<file path="src/sv/mcd_pkg.sv">
// Shared types and constants for the memory character device block.
package mcd_pkg;

	localparam logic [63:0] GOLDEN_GAMMA = 64'h9e3779b97f4a7c15;
	localparam logic [63:0] MIX_MUL_A    = 64'hbf58476d1ce4e5b9;
	localparam logic [63:0] MIX_MUL_B    = 64'h94d049bb133111eb;

	localparam logic       REQ_READ  = 1'b0;
	localparam logic       REQ_WRITE = 1'b1;

	localparam logic [1:0] DEV_NULL   = 2'd0;
	localparam logic [1:0] DEV_ZERO   = 2'd1;
	localparam logic [1:0] DEV_FULL   = 2'd2;
	localparam logic [1:0] DEV_RANDOM = 2'd3;

	localparam logic       STAT_OK       = 1'b0;
	localparam logic       STAT_NO_SPACE = 1'b1;

	localparam logic [3:0] MAX_BYTES = 4'd8;

	typedef struct packed {
		logic       hold_req;
		logic       use_held;
		logic       load_out;
		logic       seed_init;
		logic       mix_add;
		logic       mix_xor;
		logic       mul_en;
		logic [1:0] mul_step;
		logic       mul_b;
		logic       store_word;
		logic [1:0] word_idx;
	} cmd_t;

	typedef struct packed {
		logic need_seed;
		logic out_busy;
	} sts_t;

endpackage

</file>
<file path="src/sv/mcd_dp.sv">
// Datapath: request decode, xoshiro256** state, splitmix64 seeding unit, output register.
module mcd_dp (
	input  logic             clk,
	input  logic             arst_n,
	input  logic             seed_wr_en,
	input  logic [63:0]      seed_wr_data,
	input  logic [7:0]       s_tdata,
	input  logic [2:0]       s_tuser,
	output logic             m_tvalid,
	input  logic             m_tready,
	output logic [71:0]      m_tdata,
	output logic [0:0]       m_tuser,
	input  mcd_pkg::cmd_t    cmd,
	output mcd_pkg::sts_t    sts
);
	import mcd_pkg::*;

	logic [63:0] seed_q;
	logic [63:0] rng_q [4];
	logic        req_type_q;
	logic [1:0]  kind_q;
	logic [3:0]  cnt_q;
	logic [63:0] mix_s_q;
	logic [63:0] mix_z_q;
	logic [63:0] acc_q;
	logic        out_vld_q;
	logic [63:0] out_data_q;
	logic [3:0]  out_done_q;
	logic        out_stat_q;

	logic        cur_type;
	logic [1:0]  cur_kind;
	logic [3:0]  cur_cnt;
	logic [3:0]  cnt_sat;
	logic        rng_zero;
	logic        rand_read;
	logic [63:0] m5;
	logic [63:0] r7;
	logic [63:0] word;
	logic [63:0] n0, n1, n2, n3;
	logic [63:0] byte_mask;
	logic [63:0] res_data;
	logic [3:0]  res_done;
	logic        res_stat;
	logic [63:0] mix_sum;
	logic [63:0] mul_const;
	logic [31:0] mul_x;
	logic [31:0] mul_y;
	logic [63:0] prod;

	assign cur_type = cmd.use_held ? req_type_q : s_tuser[0];
	assign cur_kind = cmd.use_held ? kind_q : s_tuser[2:1];
	assign cur_cnt  = cmd.use_held ? cnt_q : s_tdata[3:0];
	assign cnt_sat  = (cur_cnt > MAX_BYTES) ? MAX_BYTES : cur_cnt;

	assign rng_zero  = ~|(rng_q[0] | rng_q[1] | rng_q[2] | rng_q[3]);
	assign rand_read = (cur_type == REQ_READ) && (cur_kind == DEV_RANDOM) && (cnt_sat != 4'd0);

	assign sts.need_seed = rand_read && rng_zero;
	assign sts.out_busy  = out_vld_q && !m_tready;

	// xoshiro256** output and state update
	assign m5   = rng_q[1] + {rng_q[1][61:0], 2'b00};
	assign r7   = {m5[56:0], m5[63:57]};
	assign word = r7 + {r7[60:0], 3'b000};
	assign n2   = rng_q[2] ^ rng_q[0];
	assign n3   = rng_q[3] ^ rng_q[1];
	assign n1   = rng_q[1] ^ n2;
	assign n0   = rng_q[0] ^ n3;

	always_comb begin
		for (int b = 0; b < 8; b++) begin
			byte_mask[b*8 +: 8] = (4'(b) < cnt_sat) ? 8'hff : 8'h00;
		end
	end

	always_comb begin
		res_data = 64'd0;
		res_done = 4'd0;
		res_stat = STAT_OK;
		if (cur_type == REQ_WRITE) begin
			if (cur_kind == DEV_FULL) begin
				res_stat = STAT_NO_SPACE;
			end else begin
				res_done = cnt_sat;
			end
		end else begin
			case (cur_kind)
				DEV_ZERO, DEV_FULL: res_done = cnt_sat;
				DEV_RANDOM: begin
					res_done = cnt_sat;
					res_data = word & byte_mask;
				end
				default: res_done = 4'd0;
			endcase
		end
	end

	// splitmix64 seeding: 64x64 multiply as three 32x32 partial products
	assign mix_sum   = mix_s_q + GOLDEN_GAMMA;
	assign mul_const = cmd.mul_b ? MIX_MUL_B : MIX_MUL_A;
	assign mul_x     = (cmd.mul_step == 2'd2) ? mix_z_q[63:32] : mix_z_q[31:0];
	assign mul_y     = (cmd.mul_step == 2'd1) ? mul_const[63:32] : mul_const[31:0];
	assign prod      = 64'(mul_x) * 64'(mul_y);

	always_ff @(posedge clk) begin
		if (cmd.hold_req) begin
			req_type_q <= s_tuser[0];
			kind_q     <= s_tuser[2:1];
			cnt_q      <= s_tdata[3:0];
		end
		if (cmd.seed_init) begin
			mix_s_q <= seed_q ^ GOLDEN_GAMMA;
		end else if (cmd.mix_add) begin
			mix_s_q <= mix_sum;
		end
		if (cmd.mix_add) begin
			mix_z_q <= mix_sum ^ (mix_sum >> 30);
		end else if (cmd.mix_xor) begin
			mix_z_q <= acc_q ^ (acc_q >> 27);
		end
		if (cmd.mul_en) begin
			if (cmd.mul_step == 2'd0) begin
				acc_q <= prod;
			end else begin
				acc_q <= acc_q + {prod[31:0], 32'd0};
			end
		end
		if (cmd.load_out) begin
			out_data_q <= res_data;
			out_done_q <= res_done;
			out_stat_q <= res_stat;
		end
	end

	always_ff @(posedge clk or negedge arst_n) begin
		if (!arst_n) begin
			seed_q    <= 64'd0;
			out_vld_q <= 1'b0;
			for (int i = 0; i < 4; i++) begin
				rng_q[i] <= 64'd0;
			end
		end else begin
			if (seed_wr_en) begin
				seed_q <= seed_wr_data;
			end
			if (cmd.store_word) begin
				rng_q[cmd.word_idx] <= acc_q ^ (acc_q >> 31);
			end else if (cmd.load_out && rand_read) begin
				rng_q[0] <= n0;
				rng_q[1] <= n1;
				rng_q[2] <= n2 ^ {rng_q[1][46:0], 17'd0};
				rng_q[3] <= {n3[18:0], n3[63:19]};
			end
			if (cmd.load_out) begin
				out_vld_q <= 1'b1;
			end else if (m_tready) begin
				out_vld_q <= 1'b0;
			end
		end
	end

	assign m_tvalid = out_vld_q;
	assign m_tdata  = {4'd0, out_done_q, out_data_q};
	assign m_tuser  = out_stat_q;

endmodule

</file>
<file path="src/sv/mcd_ctrl.sv">
// Controller: accepts beats and sequences the splitmix64 seeding steps.
module mcd_ctrl (
	input  logic          clk,
	input  logic          arst_n,
	input  logic          s_tvalid,
	output logic          s_tready,
	output mcd_pkg::cmd_t cmd,
	input  mcd_pkg::sts_t sts
);
	import mcd_pkg::*;

	typedef enum logic [6:0] {
		ST_IDLE   = 7'b0000001,
		ST_SINIT  = 7'b0000010,
		ST_SADD   = 7'b0000100,
		ST_SMUL   = 7'b0001000,
		ST_SXOR   = 7'b0010000,
		ST_SSTORE = 7'b0100000,
		ST_FINISH = 7'b1000000
	} state_t;

	state_t     state_q, state_d;
	logic [1:0] phase_q;
	logic       second_q;
	logic [1:0] word_q;

	always_comb begin
		state_d      = state_q;
		s_tready     = 1'b0;
		cmd          = '0;
		cmd.mul_step = phase_q;
		cmd.mul_b    = second_q;
		cmd.word_idx = word_q;
		unique case (state_q)
			ST_IDLE: begin
				s_tready = !sts.out_busy;
				if (s_tvalid && !sts.out_busy) begin
					cmd.hold_req = 1'b1;
					if (sts.need_seed) begin
						state_d = ST_SINIT;
					end else begin
						cmd.load_out = 1'b1;
					end
				end
			end
			ST_SINIT: begin
				cmd.seed_init = 1'b1;
				state_d       = ST_SADD;
			end
			ST_SADD: begin
				cmd.mix_add = 1'b1;
				state_d     = ST_SMUL;
			end
			ST_SMUL: begin
				cmd.mul_en = 1'b1;
				if (phase_q == 2'd2) begin
					state_d = second_q ? ST_SSTORE : ST_SXOR;
				end
			end
			ST_SXOR: begin
				cmd.mix_xor = 1'b1;
				state_d     = ST_SMUL;
			end
			ST_SSTORE: begin
				cmd.store_word = 1'b1;
				state_d        = (word_q == 2'd3) ? ST_FINISH : ST_SADD;
			end
			ST_FINISH: begin
				cmd.use_held = 1'b1;
				if (!sts.out_busy) begin
					cmd.load_out = 1'b1;
					state_d      = ST_IDLE;
				end
			end
			default: state_d = ST_IDLE;
		endcase
	end

	always_ff @(posedge clk or negedge arst_n) begin
		if (!arst_n) begin
			state_q  <= ST_IDLE;
			phase_q  <= 2'd0;
			second_q <= 1'b0;
			word_q   <= 2'd0;
		end else begin
			state_q <= state_d;
			if (state_q == ST_SMUL) begin
				phase_q <= (phase_q == 2'd2) ? 2'd0 : phase_q + 2'd1;
			end
			if (state_q == ST_SADD) begin
				second_q <= 1'b0;
			end else if (state_q == ST_SXOR) begin
				second_q <= 1'b1;
			end
			if (state_q == ST_SINIT) begin
				word_q <= 2'd0;
			end else if (state_q == ST_SSTORE) begin
				word_q <= word_q + 2'd1;
			end
		end
	end

	a_ready_idle: assert property (@(posedge clk) disable iff (!arst_n)
		s_tready |-> state_q == ST_IDLE)
		else $error("ready outside idle");

	a_phase_range: assert property (@(posedge clk) disable iff (!arst_n)
		state_q == ST_SMUL |-> phase_q != 2'd3)
		else $error("multiply phase out of range");

	a_init_word: assert property (@(posedge clk) disable iff (!arst_n)
		state_q == ST_SINIT |=> state_q == ST_SADD && word_q == 2'd0 && !second_q)
		else $error("seeding did not start at word zero");

	a_last_store: assert property (@(posedge clk) disable iff (!arst_n)
		(state_q == ST_SSTORE && word_q == 2'd3) |=> state_q == ST_FINISH)
		else $error("seeding did not finish after fourth word");

endmodule

</file>
<file path="src/sv/memory_char_device_with_prng_top.sv">
// Top level of the memory character device block with xoshiro256** random source.
//
// Input channel s_*: one beat is one access of up to eight bytes to the null,
// zero, full or random device. Output channel m_*: one result beat per access,
// carrying the read bytes, the byte count done and the status flag.
// seed_wr_en/seed_wr_data write the seed register used for lazy seeding; write
// it only while the block is idle.
// Latency and throughput: an access that needs no seeding is registered at the
// accepting edge, so its result is valid the next cycle and one access per
// cycle is sustained while m_tready is high. A random read that finds the
// generator state all zero first runs four splitmix64 steps on one shared
// 32x32 multiplier before its result appears, and no beat is taken meanwhile.
// Reset clears the generator state (unseeded), the seed register and the
// output valid flag. When m_tready is low the result beat holds and s_tready
// drops until the held beat is taken.
module memory_char_device_with_prng_top (
	input  logic        clk,
	input  logic        arst_n,
	input  logic        seed_wr_en,
	input  logic [63:0] seed_wr_data,
	input  logic        s_tvalid,
	output logic        s_tready,
	input  logic [7:0]  s_tdata,   // [3:0] byte_count, [7:4] zero
	input  logic [2:0]  s_tuser,   // [0] req_type, [2:1] device_kind
	output logic        m_tvalid,
	input  logic        m_tready,
	output logic [71:0] m_tdata,   // [63:0] read_data, [67:64] done_count, [71:68] zero
	output logic [0:0]  m_tuser    // [0] status
);
	import mcd_pkg::*;

	cmd_t cmd;
	sts_t sts;

	mcd_ctrl u_ctrl (
		.clk      (clk),
		.arst_n   (arst_n),
		.s_tvalid (s_tvalid),
		.s_tready (s_tready),
		.cmd      (cmd),
		.sts      (sts)
	);

	mcd_dp u_dp (
		.clk          (clk),
		.arst_n       (arst_n),
		.seed_wr_en   (seed_wr_en),
		.seed_wr_data (seed_wr_data),
		.s_tdata      (s_tdata),
		.s_tuser      (s_tuser),
		.m_tvalid     (m_tvalid),
		.m_tready     (m_tready),
		.m_tdata      (m_tdata),
		.m_tuser      (m_tuser),
		.cmd          (cmd),
		.sts          (sts)
	);

endmodule
</file>
<file path="config.mk">
export PLATFORM = sky130hd
export DESIGN_NAME = memory_char_device_with_prng_top
export DESIGN_NICKNAME = d
export VERILOG_FILES = /design/src/sv/mcd_pkg.sv /design/src/sv/mcd_dp.sv /design/src/sv/mcd_ctrl.sv /design/src/sv/memory_char_device_with_prng_top.sv
export SDC_FILE = /design/constraint.sdc
export NUM_CORES = 2
export LEC_CHECK = 0
export BUFFER_PORTS_ARGS = -buffer_cell sky130_fd_sc_hd__buf_2
export CAP_MARGIN = 20
export CORE_MARGIN = 1
export CORE_UTILIZATION = 55
export CTS_CLUSTER_SIZE = 24
export DETAILED_ROUTE_END_ITERATION = 6
export HOLD_SLACK_MARGIN = 0.03
export MAX_ROUTING_LAYER = met4
export PLACE_DENSITY = 0.7
export SYNTH_ARGS = -nofsm -noshare
export SYNTH_HDL_FRONTEND = slang
export SYNTH_HIERARCHICAL = 1
export SYNTH_SLANG_ARGS = --single-unit
</file>
<file path="constraint.sdc">
create_clock -name clk -period 26.9 [get_ports clk]
set_clock_uncertainty 0.2 [all_clocks]
set_input_delay 4.035 -clock clk [delete_from_list [all_inputs] [get_ports clk]]
set_output_delay 4.035 -clock clk [all_outputs]
set_load 0.1 [all_outputs]
</file>
# Yosys cells after proc, flatten, opt, wreduce, memory -nomap -nowiden
# Cells that the tools add are included.
[word_totals]
regBits = 601
output_inout_bits = 75
elab_cells = 149
in_bits = 80
[op_classes]
muxes = 56
n_mul = 1
n_lt_le_gt_ge = 11
n_addsub = 6
bitwise = 16
eq_ne = 17
n_reduce_logical = 23
[ops]
columns = ["operator", "n"]
rows = [
  ["$mux 256", 2],
  ["$mux 64", 6],
  ["$xor 64x64->64", 5],
  ["$bwmux 256", 1],
  ["$add 64x64->64", 3],
  ["$or 64x64->64", 3],
  ["$demux 64 s2", 1],
  ["$add 64x64->64 const B", 1],
  ["$and 64x64->64", 1],
  ["$mul 32x32->64", 1],
  ["$mux 32", 2],
  ["$mux 8", 8],
  ["$reduce_or 64->1", 1],
  ["$xor 64x33->64", 1],
  ["$xor 64x34->64", 1],
  ["$xor 64x37->64", 1],
  ["$mux 62", 1],
  ["$pmux 7 s6", 1],
  ["$not 38->38", 1],
  ["$mux 7", 5],
  ["$mux 4", 5],
  ["$mux 1", 18],
  ["$lt 3x4->1 const A", 4],
  ["$reduce_bool 2->1", 6],
  ["other kinds (29)", 51],
]

# Longest topological paths before layout
[depth]
word_depth = 14
depth_mapped = 42
mapped_depth_nobuf = 40

# By module
# Netlist, hierarchy kept.
[modules_own_cells]
columns = ["mod", "seq_area_each_um2", "area_each_um2", "instances", "cells_each"]
rows = [
  ["mcd_dp", 16080.4, 67624.9, 1, 7150],
  ["mcd_ctrl", 301.5, 698.2, 1, 75],
]

# Least setup slack after synthesis
# No wires, ideal clock.
[synth_timing]
path_type = "input -> output"
startpoint = "input port m_tready"
endpoint = "output port s_tready"
path_buffers = 0
arrival_time_ns = 5.893
stages = 3
path_slack_ns = 16.772
t_required_ns = 22.665
path_cell_list = "nor2b_1 > or4_4 > nor2_1"
[synth_via]
elab_chain_cells = 4
[synth_lines]
columns = ["item", "line", "source"]
rows = [
  ["from (decl)", "memory_char_device_with_prng_top.sv:26", "input logic m_tready,"],
  ["$logic_not 1->1", "mcd_dp.sv:60", "assign sts.out_busy = out_vld_q && !m_tready;"],
  ["$logic_and 1x1->1", "mcd_dp.sv:60", ""],
  ["$logic_not 1->1", "mcd_ctrl.sv:36", "s_tready = !sts.out_busy;"],
  ["$mux 1", "mcd_ctrl.sv:34", "unique case (state_q)"],
  ["to (decl)", "memory_char_device_with_prng_top.sv:22", "output logic s_tready,"],
]
# No other way between the ends.

# Worst setup path in the final report
[layout_timing]
startpoint = "register u_ctrl.phase_q[1]"
endpoint = "register u_dp.acc_q[63] (data pin)"
[layout_via]
elab_chain_cells = 5
word_cells_on_any_way = 8
cone_classes = "1 x add/sub; 1 x mul; 2 x eq/ne; 3 x mux; 1 x reduce/logical"
[layout_lines]
columns = ["item", "line", "source"]
rows = [
  ["from (decl)", "mcd_ctrl.sv:23", "logic [1:0] phase_q;"],
  ["from (signal assigned)", "mcd_ctrl.sv:88", "phase_q <= (phase_q == 2'd2) ? 2'd0 : phase_q + 2'd1;"],
  ["$eq 2x2->1 / $eq 2x1->1 (equally long branches)", "mcd_dp.sv:102, mcd_dp.sv:103", ""],
  ["$mux 32, on equally long branches", "mcd_dp.sv:102, mcd_dp.sv:103", ""],
  ["$mul 32x32->64", "mcd_dp.sv:104", "assign prod = 64'(mul_x) * 64'(mul_y);"],
  ["$add 64x64->64", "mcd_dp.sv:126", "acc_q <= acc_q + {prod[31:0], 32'd0};"],
  ["$mux 64 (*)", "mcd_dp.sv:123", "if (cmd.mul_step == 2'd0) begin"],
  ["to (signal assigned)", "mcd_dp.sv:124", "acc_q <= prod;"],
  ["to (signal assigned)", "mcd_dp.sv:126", ""],
  ["to (decl)", "mcd_dp.sv:25", "logic [63:0] acc_q;"],
]
# Mark *: on every way between the ends. The rest lies on a longest branch, timed or not.
# A chain may end at the register's enable or synchronous reset.

==> summary.txt <==
Run status
  – Outcome: finished clean

Clock network
  – Clock root cell: sky130_fd_sc_hd__clkbuf_16
  – Gates resized, CTS repair: 0
  – Number of buffers between clock root and the deepest sink: 3
  – TritonCTS clock tree: done
  – CTS H-tree lvls: 2
  – Post-CTS setup-driven buffer insertion count: 0
  – Clock latency of the later-clocked register in the worst-skew pair: just under 0.7 ns
  – Number of buffers created by CTS: 57
  – Hold buffer count at CTS: 0
  – # clock sinks: around 600
  – Reg clk slew, reported paths: 0.07 ns

STA
  – Max-Slew Margin vs Limit: roughly 15%
  – Sum Neg Setup Slack: 0 ns
  – Unrepaired setup endpoints after global routing: false
  – Total of endpoints with negative setup slack in the final report: 0
  – Slew of the pin with the lowest slew margin: roughly 1.3 ns
  – Tcrit/Tclk final: around 44%
  – Post-layout minimum cycle time: approximately 12 ns
  – Fin. Hold Viols: 0
  – Number of pins with negative max-slew slack in the final report: 0
  – Maximum clock rate: around 84 MHz

Yosys
  – Seq cells post-synth: 601
  – FFs w/ async S/R, synth: between 50% and 60%
  – Area fraction in compound gates after synthesis: ~15%
  – Top cell type by total area after synthesis: sky130_fd_sc_hd__fa_1
  – Mapped Area: 68,300 um^2
  – Adder and majority cell fraction of the synthesized area: ~33%
  – Portion of netlist area occupied by mux cells: ~2.3%
  – Combinational family with the most area after synthesis: adder cells
  – Total of warnings raised by yosys: 6
  – Ys flop type: sky130_fd_sc_hd__dfrtp_1
  – Xor and xnor fraction of the mapped netlist area: between 7 and 8%
  – Most frequently used cell type in the post-synthesis netlist: sky130_fd_sc_hd__inv_1
  – Synth top area share: roughly a quarter
  – Post-synthesis share of cell area spent on and, or, nand and nor gates: between 10 and 15%
  – Cell types with the largest area share after synthesis: sky130_fd_sc_hd__fa_1 (24%), sky130_fd_sc_hd__dfrtp_1 (12%), sky130_fd_sc_hd__edfxtp_1 (12%)
  – Number of distinct library cells after synthesis: 110
  – Top cells by instance count after synthesis: sky130_fd_sc_hd__inv_1 (1,015), sky130_fd_sc_hd__fa_1 (825), sky130_fd_sc_hd__a21oi_1 (516), sky130_fd_sc_hd__nor2_1 (513), sky130_fd_sc_hd__ha_1 (487)
  – Share of the yosys chip area belonging to registers: between 20% and 30%
  – Mean Syn Cell Area: 9.46 um^2
  – Number of enable flip-flop cells after synthesis: around 270
  – Synthesized instance count: approximately 7,200

Worst setup path
  – Worst reg2reg startpoint: u_ctrl/phase_q[1]
  – Critical Path Sink Type: flop
  – Worst-path maximum fanout: 32
  – Top Family by Delay on Critical Path: adder cells
  – Critical path origin: u_ctrl/phase_q[1]
  – Crit. path cell count: 37
  – Worst Path Buf+Inv: 7
  – Data arrival at the endpoint of the critical path: 12.24 ns
  – Logic depth of the worst register-to-register path: 37
  – Delay of the slowest critical-path stage: 0.78 ns
  – Class of the most critical setup path: reg2reg
  – Kind of start point of the critical path: flop
  – Required time of the critical path: about 27 ns
  – Slowest library cell on the worst path: sky130_fd_sc_hd__a311oi_1

Min path
  – Hold path cells: 1
  – Worst hold-check path type: reg2reg
  – Min-Delay Startpoint: u_dp/seed_q[57]

Cells and area
  – Area growth syn-to-layout: 5.61%
  – Layout Nets: 8,504
  – Fraction of layout cells with a size suffix above 1: 6.93%

Floorplanning
  – Die height: roughly 350 um
  – Effective utilization at floorplan: a little under three fifths
  – Total Die Area: approximately 130,000 um^2
  – Floorplan die width: approximately 350 um
  – Area of the core: roughly 120,000 um^2
  – Top-Level Pins: between 150 and 200
  – Number of cell rows: roughly 130

Detailed routing
  – DRC violation count after routing: 0
  – Antenna violation net count after detailed routing: 0
  – Via count of the routed design: ~55,000
  – First drt pass iteration count: 7
  – Avg Vias per Cell: between 6 and 7
  – Starting DRT DRC Count: approximately 6,700
  – WL per Instance: roughly 26 um
  – Drt total wl: around 230 mm

Placement
  – DP Wirelength: approximately 190 mm
  – Final weighted congestion of routability-driven global placement: between 1 and 1.5
  – Buffers added on ports: 146

Pwr
  – Worst-case vdd ir drop: 0.0591 mV
  – Power Dens Cells: roughly 54 nW/um^2
  – Leakage dissipation: roughly 33 nW
  – Post-route total power: a little under 4 mW

Global route
  – Number of global-route vias before repair: between 50,000 and 60,000
  – Initial antenna violation count: 7
  – Maximum number of pins on one net before global-route repair: approximately 260
  – Global-route wire length before repair: approximately 340 mm
  – Overall global routing resource usage: between 30% and 40%
  – Final global-route overflow total: 0

Flow run
  – Maxcap violations: 0
-- placed cells by master, fill, tap and decap left out, drive strengths merged, types with 80 or more instances in the layout --
cell type | Yosys | routed
a21o | 129 | 129
a21oi | 519 | 519
a22oi | 164 | 164
buf | 85 | 206
clkbuf | 297 | 80
dfrtp | 332 | 332
edfxtp | 268 | 268
fa | 825 | 825
ha | 487 | 487
inv | 1015 | 1017
mux2 | 99 | 99
nand2 | 363 | 363
nor2 | 515 | 515
nor3 | 243 | 243
o21a | 98 | 98
o21ai | 491 | 491
xnor2 | 327 | 327
xor2 | 213 | 213
-- worst reg2reg max path, delay by kind of cell (launching register included) --
kind | cells | cell delay, ns
XOR/XNOR | 2 | 0.51
buffers and inverters | 7 | 1.30
multiplexers | 1 | 0.43
flip-flops | 1 | 0.67
adder cells (fa/ha/maj) | 10 | 4.52
AO/OA/AOI/OAI | 7 | 2.07
AND/OR/NAND/NOR | 10 | 2.06
-- state kept, by name, summed over array words and instances, names as in the netlist --
name             flops
u_dp/rng_q         256
u_dp/mix_s_q        64
u_dp/m_tuser         1
u_dp/acc_q          64
u_ctrl/second_q      1
u_ctrl/word_q        2
u_dp/m_tvalid        1
u_dp/out_data_q     64
u_dp/seed_q         64
u_dp/req_type_q      1
u_dp/mix_z_q        64
u_dp/out_done_q      4
u_ctrl/phase_q       2
u_dp/cnt_q           4
u_dp/kind_q          2
u_ctrl/state_q       7
-- worst paths after layout --
kind	end	slack (ns)
setup / recovery	u_dp/acc_q[63]	14.96
hold / removal	u_dp/seed_q[57]	0.31
setup reg to reg	u_dp/acc_q[63]	14.96
hold reg to reg	u_dp/seed_q[57]	0.31
max in group asynchronous	u_dp/rng_q[113]	20.29
min in group asynchronous	u_ctrl/word_q[1]	3.17
-- per-layer routing --
layer,up-vias,track usage (%),wire (um)
met4,0,14.4,10800
li1,24000,-,-
met3,476,7.10,25500
met2,3010,54.4,99000
met1,27000,53.0,94800
met5,-,-,0
-- power by group --
part           total, mW  leakage (nW)  internal [mW]  switching [mW]
Combinational       1.84          25.6          0.722            1.11
Clock              0.853         0.946          0.469           0.383
Sequential          1.24          6.01           1.07           0.167
-- layout make-up --
type,count,area (um^2)
diodes,4,10.0
clock buffers,80,1650
multi-input cells,5228,46800
well taps,1625,2030
fillers,10700,50400
inverters,1018,3820
clock inverters,27,289
flip-flops and latches,601,16400
repair buffers,206,1210
-- logic make-up (layout without fill, tap and decap cells) --
kind of cell,after synthesis,count (layout)
flops,601,601
fa+ha+maj,1312,1312
buf+inv,1400,1331
simple gates,1577,1577
mux,147,147
compound gates,1645,1645
other cells,1,9
xor+xnor,542,542
-- through the flow --
step / std cells / worst slack [ns] / util, % / area, um^2 / hold slack (ns)
4_1_cts: 8784 / 15.23 / 58.9 / 72100 / 0.309
3_5_place_dp: 8677 / 15.29 / 57.3 / 70200 / 0.294
5_1_grt: 8789 / 14.53 / 58.9 / 72200 / 0.320
2_1_floorplan: 7229 / 16.77 / - / 68300 / 0.272
6_report: 8789 / 14.96 / 58.9 / 72200 / 0.307
3_3_place_gp: 8677 / 15.44 / 57.3 / 70200 / 0.287
(Power assumes the default switching activity.)
